==> src/amm_pkg.sv <==
package amm_pkg;

   // Fixed field widths of the sample and result transactions.
   localparam int SAMPLE_W   = 32;
   localparam int SUM_W      = 48;
   localparam int IDX_OUT_W  = 16;
   localparam int CNT_OUT_W  = 17;
   localparam int MEAN_W     = 32;

   // Result tdata: all six fields packed, padded with zeros to whole bytes.
   localparam int RSP_FIELDS_W = SAMPLE_W + IDX_OUT_W + SAMPLE_W + IDX_OUT_W
                                 + MEAN_W + CNT_OUT_W;
   localparam int RSP_DATA_W   = ((RSP_FIELDS_W + 7) / 8) * 8;

   // The divider retires one quotient bit per cycle over the whole sum.
   localparam int DIV_STEPS = SUM_W;

   typedef enum logic [1:0] {
      DIV_IDLE,
      DIV_RUN,
      DIV_DONE
   } div_state_type;

endpackage

==> src/amm_front.sv <==
module amm_front #(
   parameter int MAX_ELEMENTS = 65536,
   localparam int IDX_W = $clog2(MAX_ELEMENTS),
   localparam int CNT_W = $clog2(MAX_ELEMENTS + 1),
   localparam int REC_W = 2 * amm_pkg::SAMPLE_W + 2 * IDX_W + amm_pkg::SUM_W + CNT_W
) (
   input  logic             clock,
   input  logic             reset,
   input  logic             req_tvalid,
   output logic             req_tready,
   input  logic [31:0]      req_tdata,
   input  logic             req_tlast,
   input  logic             queue_full,
   output logic             queue_push,
   output logic [REC_W-1:0] queue_data
);

   logic signed [amm_pkg::SAMPLE_W-1:0] min_ff, min_in, max_ff, max_in, sample_val;
   logic [IDX_W-1:0]                    min_idx_ff, min_idx_in, max_idx_ff, max_idx_in;
   logic [IDX_W-1:0]                    cur_idx;
   logic [amm_pkg::SUM_W-1:0]           sum_ff, sum_in;
   logic [CNT_W-1:0]                    cnt_ff, cnt_in;
   logic                                accept, first, take_min, take_max, close_set;

   assign req_tready = !queue_full;
   assign accept     = req_tvalid && req_tready;
   assign sample_val = signed'(req_tdata[amm_pkg::SAMPLE_W-1:0]);
   assign first      = (cnt_ff == '0);
   assign cur_idx    = cnt_ff[IDX_W-1:0];

   always_comb begin
      // Strict compares keep the earliest position on ties.
      take_min   = first || (sample_val < min_ff);
      take_max   = first || (sample_val > max_ff);
      min_in     = take_min ? sample_val : min_ff;
      min_idx_in = take_min ? cur_idx : min_idx_ff;
      max_in     = take_max ? sample_val : max_ff;
      max_idx_in = take_max ? cur_idx : max_idx_ff;
      sum_in     = sum_ff + amm_pkg::SUM_W'(sample_val);
      cnt_in     = cnt_ff + 1'b1;
      // A full set closes even without its end mark.
      close_set  = req_tlast || (cnt_in == CNT_W'(MAX_ELEMENTS));
   end

   assign queue_push = accept && close_set;
   assign queue_data = {cnt_in, sum_in, max_idx_in, max_in, min_idx_in, min_in};

   always_ff @(posedge clock) begin
      if (reset) begin
         sum_ff <= '0;
         cnt_ff <= '0;
      end else if (accept) begin
         sum_ff <= close_set ? '0 : sum_in;
         cnt_ff <= close_set ? '0 : cnt_in;
      end
   end

   always_ff @(posedge clock) begin
      if (accept) begin
         min_ff     <= min_in;
         min_idx_ff <= min_idx_in;
         max_ff     <= max_in;
         max_idx_ff <= max_idx_in;
      end
   end

   a_set_closes: assert property (@(posedge clock) disable iff (reset)
      (accept && req_tlast) |=> (cnt_ff == '0))
      else $error("set did not restart after its end mark");

   a_count_bound: assert property (@(posedge clock) disable iff (reset)
      cnt_ff <= CNT_W'(MAX_ELEMENTS - 1))
      else $error("element count ran past the set size limit");

endmodule

==> src/amm_fifo.sv <==
module amm_fifo #(
   parameter int REC_W = 8
) (
   input  logic             clock,
   input  logic             reset,
   input  logic             push,
   input  logic [REC_W-1:0] push_data,
   output logic             full,
   input  logic             pop,
   output logic [REC_W-1:0] pop_data,
   output logic             empty
);

   localparam int DEPTH = 4;
   localparam int AW    = $clog2(DEPTH);
   localparam int CW    = $clog2(DEPTH + 1);

   logic [REC_W-1:0] entry_ff [DEPTH];
   logic [AW-1:0]    wr_ptr_ff, rd_ptr_ff;
   logic [CW-1:0]    count_ff;
   logic             do_push, do_pop;

   assign full     = (count_ff == CW'(DEPTH));
   assign empty    = (count_ff == '0);
   assign do_push  = push && !full;
   assign do_pop   = pop && !empty;
   assign pop_data = entry_ff[rd_ptr_ff];

   always_ff @(posedge clock) begin
      if (reset) begin
         wr_ptr_ff <= '0;
         rd_ptr_ff <= '0;
         count_ff  <= '0;
      end else begin
         if (do_push) begin
            wr_ptr_ff <= (wr_ptr_ff == AW'(DEPTH - 1)) ? '0 : wr_ptr_ff + 1'b1;
         end
         if (do_pop) begin
            rd_ptr_ff <= (rd_ptr_ff == AW'(DEPTH - 1)) ? '0 : rd_ptr_ff + 1'b1;
         end
         if (do_push && !do_pop) begin
            count_ff <= count_ff + 1'b1;
         end else if (do_pop && !do_push) begin
            count_ff <= count_ff - 1'b1;
         end
      end
   end

   always_ff @(posedge clock) begin
      if (do_push) begin
         entry_ff[wr_ptr_ff] <= push_data;
      end
   end

   a_no_overrun: assert property (@(posedge clock) disable iff (reset)
      !(push && full))
      else $error("set record pushed into a full queue");

endmodule

==> src/amm_back.sv <==
module amm_back #(
   parameter int MAX_ELEMENTS = 65536,
   localparam int IDX_W = $clog2(MAX_ELEMENTS),
   localparam int CNT_W = $clog2(MAX_ELEMENTS + 1),
   localparam int REC_W = 2 * amm_pkg::SAMPLE_W + 2 * IDX_W + amm_pkg::SUM_W + CNT_W
) (
   input  logic                             clock,
   input  logic                             reset,
   input  logic                             queue_empty,
   input  logic [REC_W-1:0]                 queue_data,
   output logic                             queue_pop,
   output logic                             rsp_tvalid,
   input  logic                             rsp_tready,
   output logic [amm_pkg::SAMPLE_W-1:0]     out_min_value,
   output logic [amm_pkg::IDX_OUT_W-1:0]    out_min_index,
   output logic [amm_pkg::SAMPLE_W-1:0]     out_max_value,
   output logic [amm_pkg::IDX_OUT_W-1:0]    out_max_index,
   output logic [amm_pkg::MEAN_W-1:0]       out_mean_value,
   output logic [amm_pkg::CNT_OUT_W-1:0]    out_element_count
);

   localparam int SW     = amm_pkg::SUM_W;
   localparam int STEP_W = $clog2(amm_pkg::DIV_STEPS);
   localparam int MAX_LO = 0;
   localparam int MAX_IX = amm_pkg::SAMPLE_W;
   localparam int MAX_HI = amm_pkg::SAMPLE_W + IDX_W;
   localparam int MAXI_L = 2 * amm_pkg::SAMPLE_W + IDX_W;
   localparam int SUM_L  = 2 * amm_pkg::SAMPLE_W + 2 * IDX_W;
   localparam int CNT_L  = SUM_L + SW;

   amm_pkg::div_state_type state_ff, state_in;

   logic [REC_W-1:0]   rec_ff;
   logic [SW-1:0]      quo_ff, sum_rec, mag, quo_step, quo_signed;
   logic [CNT_W-1:0]   rem_ff, div_ff, rem_step;
   logic [CNT_W:0]     rem_shift, diff;
   logic [STEP_W-1:0]  step_ff;
   logic               neg_ff, fits, load_out, out_valid_ff;
   logic [IDX_W+amm_pkg::IDX_OUT_W-1:0]  min_idx_wide, max_idx_wide;
   logic [CNT_W+amm_pkg::CNT_OUT_W-1:0]  cnt_wide;

   // Restoring division on the magnitude of the sum, one quotient bit a cycle.
   always_comb begin
      sum_rec   = queue_data[SUM_L +: SW];
      mag       = sum_rec[SW-1] ? (~sum_rec + 1'b1) : sum_rec;
      rem_shift = {rem_ff, quo_ff[SW-1]};
      diff      = rem_shift - {1'b0, div_ff};
      fits      = !diff[CNT_W];
      rem_step  = fits ? diff[CNT_W-1:0] : rem_shift[CNT_W-1:0];
      quo_step  = {quo_ff[SW-2:0], fits};
      quo_signed = neg_ff ? (~quo_ff + 1'b1) : quo_ff;
   end

   always_comb begin
      state_in  = state_ff;
      queue_pop = 1'b0;
      load_out  = 1'b0;
      unique case (state_ff)
         amm_pkg::DIV_IDLE: begin
            if (!queue_empty) begin
               queue_pop = 1'b1;
               state_in  = amm_pkg::DIV_RUN;
            end
         end
         amm_pkg::DIV_RUN: begin
            if (step_ff == STEP_W'(amm_pkg::DIV_STEPS - 1)) begin
               state_in = amm_pkg::DIV_DONE;
            end
         end
         amm_pkg::DIV_DONE: begin
            if (!out_valid_ff || rsp_tready) begin
               load_out = 1'b1;
               state_in = amm_pkg::DIV_IDLE;
            end
         end
         default: state_in = amm_pkg::DIV_IDLE;
      endcase
   end

   always_ff @(posedge clock) begin
      if (reset) begin
         state_ff     <= amm_pkg::DIV_IDLE;
         out_valid_ff <= 1'b0;
      end else begin
         state_ff <= state_in;
         if (load_out) begin
            out_valid_ff <= 1'b1;
         end else if (rsp_tready) begin
            out_valid_ff <= 1'b0;
         end
      end
   end

   always_ff @(posedge clock) begin
      if (queue_pop) begin
         rec_ff  <= queue_data;
         neg_ff  <= sum_rec[SW-1];
         quo_ff  <= mag;
         rem_ff  <= '0;
         div_ff  <= queue_data[CNT_L +: CNT_W];
         step_ff <= '0;
      end else if (state_ff == amm_pkg::DIV_RUN) begin
         quo_ff  <= quo_step;
         rem_ff  <= rem_step;
         step_ff <= step_ff + 1'b1;
      end
   end

   assign min_idx_wide = {{amm_pkg::IDX_OUT_W{1'b0}}, rec_ff[MAX_IX +: IDX_W]};
   assign max_idx_wide = {{amm_pkg::IDX_OUT_W{1'b0}}, rec_ff[MAXI_L +: IDX_W]};
   assign cnt_wide     = {{amm_pkg::CNT_OUT_W{1'b0}}, div_ff};

   always_ff @(posedge clock) begin
      if (load_out) begin
         out_min_value     <= rec_ff[MAX_LO +: amm_pkg::SAMPLE_W];
         out_min_index     <= min_idx_wide[amm_pkg::IDX_OUT_W-1:0];
         out_max_value     <= rec_ff[MAX_HI +: amm_pkg::SAMPLE_W];
         out_max_index     <= max_idx_wide[amm_pkg::IDX_OUT_W-1:0];
         out_mean_value    <= quo_signed[amm_pkg::MEAN_W-1:0];
         out_element_count <= cnt_wide[amm_pkg::CNT_OUT_W-1:0];
      end
   end

   assign rsp_tvalid = out_valid_ff;

   a_rem_below_divisor: assert property (@(posedge clock) disable iff (reset)
      (state_ff == amm_pkg::DIV_RUN) |-> (rem_ff < div_ff))
      else $error("partial remainder not below the divisor");

endmodule

==> src/array_min_max_mean_top.sv <==
// Running minimum, maximum and mean over sets of signed 32-bit samples. Each
// req transaction carries one sample in req_tdata and marks the final sample
// of a set with req_tlast; a set also closes by itself once it holds
// MAX_ELEMENTS samples. For every set one rsp transaction returns the minimum
// and maximum with the index (from 0) of their first occurrence, the mean
// (sum divided by count, truncated toward zero) and the element count. The
// front end takes one sample per cycle: it updates the running minimum,
// maximum, 48-bit sum and count on each accepted sample and, on the closing
// sample, writes a set record into a four-entry queue. The back end takes
// records from that queue and divides the sum by the count with a restoring
// divider that produces one quotient bit per cycle; each set passes through
// a load step, 48 divide steps and an output step in the back end. Samples
// stall only when four finished sets are waiting in the queue; the result
// sits in an output register, so a new division proceeds while the previous
// result waits for rsp_tready.
module array_min_max_mean_top #(
   parameter int MAX_ELEMENTS = 65536
) (
   input  logic                              clock,
   input  logic                              reset,
   input  logic                              req_tvalid,
   output logic                              req_tready,
   input  logic [31:0]                       req_tdata,   // [31:0] sample
   input  logic                              req_tlast,
   output logic                              rsp_tvalid,
   input  logic                              rsp_tready,
   // [31:0] min_value, [47:32] min_index, [79:48] max_value,
   // [95:80] max_index, [127:96] mean_value, [144:128] element_count, rest zero
   output logic [amm_pkg::RSP_DATA_W-1:0]    rsp_tdata
);

   localparam int IDX_W = $clog2(MAX_ELEMENTS);
   localparam int CNT_W = $clog2(MAX_ELEMENTS + 1);
   localparam int REC_W = 2 * amm_pkg::SAMPLE_W + 2 * IDX_W + amm_pkg::SUM_W + CNT_W;

   logic                             queue_push, queue_pop, queue_full, queue_empty;
   logic [REC_W-1:0]                 push_data, pop_data;
   logic [amm_pkg::SAMPLE_W-1:0]     min_value, max_value;
   logic [amm_pkg::IDX_OUT_W-1:0]    min_index, max_index;
   logic [amm_pkg::MEAN_W-1:0]       mean_value;
   logic [amm_pkg::CNT_OUT_W-1:0]    element_count;

   // Front end: running statistics, one sample per cycle while the queue has room.
   amm_front #(
      .MAX_ELEMENTS(MAX_ELEMENTS)
   ) u_front (
      .clock      (clock),
      .reset      (reset),
      .req_tvalid (req_tvalid),
      .req_tready (req_tready),
      .req_tdata  (req_tdata),
      .req_tlast  (req_tlast),
      .queue_full (queue_full),
      .queue_push (queue_push),
      .queue_data (push_data)
   );

   // Finished set records waiting for the divider.
   amm_fifo #(
      .REC_W(REC_W)
   ) u_fifo (
      .clock     (clock),
      .reset     (reset),
      .push      (queue_push),
      .push_data (push_data),
      .full      (queue_full),
      .pop       (queue_pop),
      .pop_data  (pop_data),
      .empty     (queue_empty)
   );

   // Back end: mean division and the result register.
   amm_back #(
      .MAX_ELEMENTS(MAX_ELEMENTS)
   ) u_back (
      .clock             (clock),
      .reset             (reset),
      .queue_empty       (queue_empty),
      .queue_data        (pop_data),
      .queue_pop         (queue_pop),
      .rsp_tvalid        (rsp_tvalid),
      .rsp_tready        (rsp_tready),
      .out_min_value     (min_value),
      .out_min_index     (min_index),
      .out_max_value     (max_value),
      .out_max_index     (max_index),
      .out_mean_value    (mean_value),
      .out_element_count (element_count)
   );

   // Pack the result fields from the lowest bit up and pad to whole bytes.
   assign rsp_tdata = {{(amm_pkg::RSP_DATA_W - amm_pkg::RSP_FIELDS_W){1'b0}},
                       element_count, mean_value, max_index, max_value,
                       min_index, min_value};

endmodule
==> config.mk <==
export PLATFORM = sky130hd
export DESIGN_NAME = array_min_max_mean_top
export DESIGN_NICKNAME = d
export VERILOG_FILES = /design/src/amm_pkg.sv /design/src/amm_front.sv /design/src/amm_fifo.sv /design/src/amm_back.sv /design/src/array_min_max_mean_top.sv
export SDC_FILE = /design/constraint.sdc
export NUM_CORES = 1
export LEC_CHECK = 0
export BUFFER_PORTS_ARGS = -buffer_cell sky130_fd_sc_hd__buf_2
export CAP_MARGIN = 15
export CORE_AREA = 2 2 351 353
export DETAILED_ROUTE_END_ITERATION = 8
export DIE_AREA = 0 0 353 355
export PLACE_DENSITY_LB_ADDON = 0.08
export SYNTH_ARGS = -nofsm -noshare
export SYNTH_HDL_FRONTEND = slang
export SYNTH_SLANG_ARGS = --single-unit
==> constraint.sdc <==
create_clock -name clock -period 13.2 [get_ports clock]
set_input_delay 2.64 -clock clock [delete_from_list [all_inputs] [get_ports clock]]
set_output_delay 2.64 -clock clock [all_outputs]
set_load 0.01 [all_outputs]
==> flow_summary.html <==
<table>
<tr><th>Metric</th><th>Value</th></tr>
<tr><th colspan="2">Finish</th></tr>
<tr><td>Non-Filler Instances</td><td>4943</td></tr>
<tr><td>Footprint of the flip-flops and latches</td><td>33400 um2</td></tr>
<tr><td>Multi-input gate area</td><td>13900 um2</td></tr>
<tr><td>Area Overhead vs Synth</td><td>14.3%</td></tr>
<tr><td>Filler cell count</td><td>10.7k</td></tr>
<tr><td>Final cell utilization of the core</td><td>0.454</td></tr>
<tr><td>Fraction of layout instances using a drive strength above 1</td><td>0.205</td></tr>
<tr><td>Final layout net count</td><td>3396</td></tr>
<tr><th colspan="2">Clock network</th></tr>
<tr><td>Number of buffers added to fix hold violations after cts</td><td>0</td></tr>
<tr><td>Clock tree from TritonCTS</td><td>done</td></tr>
<tr><td>Clock network latency to the later pin of the worst-skew pair</td><td>0.70 ns</td></tr>
<tr><td>Num Clock Sinks</td><td>1147</td></tr>
<tr><td>Postcts setup bufs</td><td>0</td></tr>
<tr><td>Number of H-tree levels</td><td>3</td></tr>
<tr><td>Max clock buf depth</td><td>3</td></tr>
<tr><td>Number of instances resized during post-cts repair</td><td>0</td></tr>
<tr><td>TritonCTS buffer count</td><td>119</td></tr>
<tr><td>Clock root buffer master</td><td>sky130_fd_sc_hd__clkbuf_16</td></tr>
<tr><td>Clock-pin slew on the worst setup and hold paths</td><td>0.06 ns</td></tr>
<tr><th colspan="2">Outcome</th></tr>
<tr><td>Result of the run</td><td>complete, no violations</td></tr>
<tr><th colspan="2">Logic synthesis</th></tr>
<tr><td>Average cell area after synthesis</td><td>16.1 um2</td></tr>
<tr><td>Synthesis warning total</td><td>0</td></tr>
<tr><td>Cell area after synthesis</td><td>48200 um2</td></tr>
<tr><td>Dominant cell type by area after synthesis</td><td>sky130_fd_sc_hd__edfxtp_1</td></tr>
<tr><td>Register bit total from synthesis</td><td>1147</td></tr>
<tr><td>Share of the yosys chip area belonging to registers</td><td>0.694</td></tr>
<tr><td>Primary FF master, synth</td><td>sky130_fd_sc_hd__edfxtp_1</td></tr>
<tr><td>Commonest cells in the netlist</td><td>1047 x sky130_fd_sc_hd__edfxtp_1, 185 x sky130_fd_sc_hd__nand2_1, 160 x sky130_fd_sc_hd__mux4_2</td></tr>
<tr><td>Number of enable-type register cells in the synthesized netlist</td><td>1047</td></tr>
<tr><td>Proportion of netlist area held by the largest area contributor</td><td>0.653</td></tr>
<tr><td>Most used standard cell by instance count after synthesis</td><td>sky130_fd_sc_hd__edfxtp_1</td></tr>
<tr><td>Library cells used by synthesis</td><td>67</td></tr>
<tr><td>Leading cell types by total area after synthesis</td><td>sky130_fd_sc_hd__edfxtp_1 65%, sky130_fd_sc_hd__mux4_2 7.5%, sky130_fd_sc_hd__dfxtp_1 4.2%</td></tr>
<tr><td>Share of synthesized registers carrying an async set or reset</td><td>0</td></tr>
<tr><td>Synthesized instance count</td><td>3001</td></tr>
<tr><th colspan="2">Floorplanning</th></tr>
<tr><td>Area inside the core boundary</td><td>121000 um2</td></tr>
<tr><td>Die outline height</td><td>355 um</td></tr>
<tr><td>Number of standard-cell rows in the floorplan</td><td>128</td></tr>
<tr><td>Chip width</td><td>353 um</td></tr>
<tr><td>DIE AREA</td><td>125000 um2</td></tr>
<tr><td>Starting density of the core</td><td>0.397</td></tr>
<tr><td>Num ports</td><td>191</td></tr>
<tr><th colspan="2">Worst setup path</th></tr>
<tr><td>Top delay family on crit path</td><td>simple AND/OR/NAND/NOR gates</td></tr>
<tr><td>Cell chain of the critical path</td><td>buf_2, ha_1, nand4_1, nor4_1, nand3_1, a31oi_4, buf_4, mux2_2</td></tr>
<tr><td>Required time reported for the critical path endpoint</td><td>13.63 ns</td></tr>
<tr><td>Slowest library cell on the worst path</td><td>sky130_fd_sc_hd__a31oi_4</td></tr>
<tr><td>Peak per-stage delay on the critical path</td><td>0.94 ns</td></tr>
<tr><td>Category of the worst setup path launch point</td><td>input port</td></tr>
<tr><td>Highest fanout seen on the critical path</td><td>32</td></tr>
<tr><td>CP bufs+invs</td><td>2</td></tr>
<tr><td>Kind of capture point of the worst setup path</td><td>register</td></tr>
<tr><td>Setup CP Type</td><td>input port to register</td></tr>
<tr><td>Worst path arrival time</td><td>7.30 ns</td></tr>
<tr><th colspan="2">Timing</th></tr>
<tr><td>Max-slew violation count</td><td>0</td></tr>
<tr><td>Hold Worst Slack</td><td>0.412 ns</td></tr>
<tr><td>Actual transition at the worst max-transition pin</td><td>1.07 ns</td></tr>
<tr><td>Setup Skew</td><td>0.0221 ns</td></tr>
<tr><td>Number of setup violations in the final report</td><td>0</td></tr>
<tr><td>Setup Total Neg Slack</td><td>0 ns</td></tr>
<tr><td>Final period util</td><td>0.520</td></tr>
<tr><td>Unrepaired setup endpoints after global routing</td><td>false</td></tr>
<tr><td>Number of failing hold endpoints at the final stage</td><td>0</td></tr>
<tr><td>Clock period minus final worst setup slack</td><td>6.87 ns</td></tr>
<tr><td>Slew Limit Headroom</td><td>0.286</td></tr>
<tr><td>Achievable Freq</td><td>146 MHz</td></tr>
<tr><th colspan="2">Detailed routing</th></tr>
<tr><td>DR vias</td><td>26.5k</td></tr>
<tr><td>Number of nets with antenna violations after detailed routing</td><td>0</td></tr>
<tr><td>Routed wire length</td><td>113000 um</td></tr>
<tr><td>Via count normalized by instance count</td><td>5.36</td></tr>
<tr><td>First-iteration detailed-routing DRC count</td><td>2146</td></tr>
<tr><td>Total iterations of the first detailed-routing run</td><td>6</td></tr>
<tr><td>Mean routed wirelength per cell</td><td>22.8 um</td></tr>
<tr><td>Drt drc</td><td>0</td></tr>
<tr><th colspan="2">Global route</th></tr>
<tr><td>Total congestion overflow</td><td>0</td></tr>
<tr><td>Wire length of the first global-routing pass</td><td>171000 um</td></tr>
<tr><td>Total global-route track usage</td><td>0.180</td></tr>
<tr><td>Via count of the first global-routing pass</td><td>27.4k</td></tr>
<tr><td>Initial antenna violation count</td><td>8</td></tr>
<tr><td>Largest net degree at the start of global routing</td><td>133</td></tr>
<tr><th colspan="2">Power and ir drop</th></tr>
<tr><td>Sequential fraction of design power</td><td>0.473</td></tr>
<tr><td>Internal portion of total power</td><td>7820 uW</td></tr>
<tr><td>Static leakage power</td><td>0.0190 uW</td></tr>
<tr><td>Share of power burned in combinational logic</td><td>0.216</td></tr>
<tr><td>Switching part of the total</td><td>0.287</td></tr>
<tr><td>Switching power</td><td>3150 uW</td></tr>
<tr><td>Power density normalized to cell area</td><td>199 nW/um2</td></tr>
<tr><td>Part of the total power dissipated in the clock network</td><td>0.312</td></tr>
<tr><td>Worst voltage drop across the vdd grid</td><td>136 uV</td></tr>
<tr><th colspan="2">Place</th></tr>
<tr><td>RePlAce Congestion</td><td>0.851</td></tr>
<tr><td>Cell total after placement</td><td>4721</td></tr>
<tr><td>PortBufs</td><td>183</td></tr>
<tr><td>Half-perimeter wire length after placement</td><td>70000 um</td></tr>
<tr><th colspan="2">Hold path</th></tr>
<tr><td>Hold Path Class</td><td>register to register</td></tr>
<tr><th colspan="2">Flow run</th></tr>
<tr><td>Max-capacitance violation count</td><td>0</td></tr>
</table>
worst reg2reg max path: stages (launching register included):
cell	delay (ns)
sky130_fd_sc_hd__dfxtp_1	0.65
sky130_fd_sc_hd__ha_1	0.38
sky130_fd_sc_hd__nand3_1	0.37
sky130_fd_sc_hd__nor4_1	0.53
sky130_fd_sc_hd__xnor2_1	0.28
sky130_fd_sc_hd__or4_1	0.56
sky130_fd_sc_hd__o41ai_2	0.45
sky130_fd_sc_hd__buf_4	0.27
sky130_fd_sc_hd__and3_4	0.64
sky130_fd_sc_hd__buf_12	0.70
cells in the final DEF (no fill, tap or decap), types with 16 or more instances in the layout:
cell type	instances
sky130_fd_sc_hd__edfxtp_1	1047
sky130_fd_sc_hd__nand2_1	184
sky130_fd_sc_hd__buf_2	183
sky130_fd_sc_hd__mux4_2	160
sky130_fd_sc_hd__ha_1	139
sky130_fd_sc_hd__o21ai_0	132
sky130_fd_sc_hd__inv_1	128
sky130_fd_sc_hd__a21oi_1	128
sky130_fd_sc_hd__clkbuf_16	123
sky130_fd_sc_hd__nor2_1	122
sky130_fd_sc_hd__xnor2_1	108
sky130_fd_sc_hd__dfxtp_1	98
sky130_fd_sc_hd__mux2_2	84
sky130_fd_sc_hd__a21o_1	55
sky130_fd_sc_hd__xor2_1	46
sky130_fd_sc_hd__nand3_1	45
sky130_fd_sc_hd__nand4_1	31
sky130_fd_sc_hd__nor3_1	28
sky130_fd_sc_hd__a22o_1	25
sky130_fd_sc_hd__buf_4	25
sky130_fd_sc_hd__clkinv_2	24
sky130_fd_sc_hd__mux2i_1	20
sky130_fd_sc_hd__clkbuf_1	20
sky130_fd_sc_hd__a2bb2oi_1	18
sky130_fd_sc_hd__nor4_1	17
sky130_fd_sc_hd__o31ai_1	17
sky130_fd_sc_hd__clkinv_1	17
sky130_fd_sc_hd__bufinv_16	17
sky130_fd_sc_hd__or3_1	16
area by class of cell:
class | instances | share of cell area
clock buffer | 145 | 0.0578
clock inverter | 74 | 0.0150
multi-input combinational | 1605 | 0.252
timing repair buffer | 213 | 0.0219
inverter | 131 | 0.00907
antenna | 3 | 0.000136
tap | 1625 | 0.0369
sequential | 1147 | 0.608
worst paths after layout:
check                    startpoint                      end  slack (ns)  cells after the start
setup reg to reg  u_front.cnt_ff[0]   u_fifo.entry_ff[3][23]        7.86                      9
hold / removal     u_back.rec_ff[7]  u_back.out_min_value[7]        0.41                      0
setup / recovery      req_tdata[31]        u_front.max_ff[5]        6.33                      8
hold reg to reg    u_back.rec_ff[7]  u_back.out_min_value[7]        0.41                      0
stage by stage:
stage | total power [uW] | setup WS (ns) | area, um2
after global routing | 11600 | 6.07 | 55100
after detailed placement | 7670 | 5.58 | 51000
after CTS | 11100 | 6.35 | 55100
after global placement | 7620 | 5.75 | 51000
after floorplan | 6870 | 3.38 | 48200
final | 11000 | 6.33 | 55100
registers in the layout, summed over array words and instances, names as in the netlist, 32 cells and up, named ones only:
register and flops:
u_back.out_mean_value 32, u_front.min_ff 32, u_back.out_min_value 32, u_back.out_max_value 32
u_back.rec_ff 96, u_back.quo_ff 48, u_front.max_ff 32, u_front.sum_ff 48
u_fifo.entry_ff 644
metal layers:
layer	wire length, um	vias up	part of all wire	global-route usage
li1	-	12100	-	-
met4	2980	0	0.026	0.0575
met2	51800	661	0.46	0.286
met1	52300	13500	0.46	0.254
met3	5680	170	0.050	0.0290
met5	0	-	0	0
cells by family after synthesis:
kind of cell             after synthesis  share of synthesized area
AO/OA/AOI/OAI                        511                     0.0697
XOR/XNOR                             155                     0.0282
adder cells (fa/ha/maj)              142                     0.0373
buffers and inverters                255                     0.0206
flip-flops                          1147                      0.694
multiplexers                         264                     0.0986
other                                  1                  0.0000778
AND/OR/NAND/NOR                      526                     0.0514
power groups by stage:
stage	clock (uW)	combinational, uW	sequential [uW]
after floorplan	0	1660	5210
after global placement	0	2370	5250
after detailed placement	0	2410	5260
after CTS	3520	2420	5200
after global routing	3660	2640	5260
final	3420	2370	5190
No activity file was read; power rests on OpenSTA's default activity.
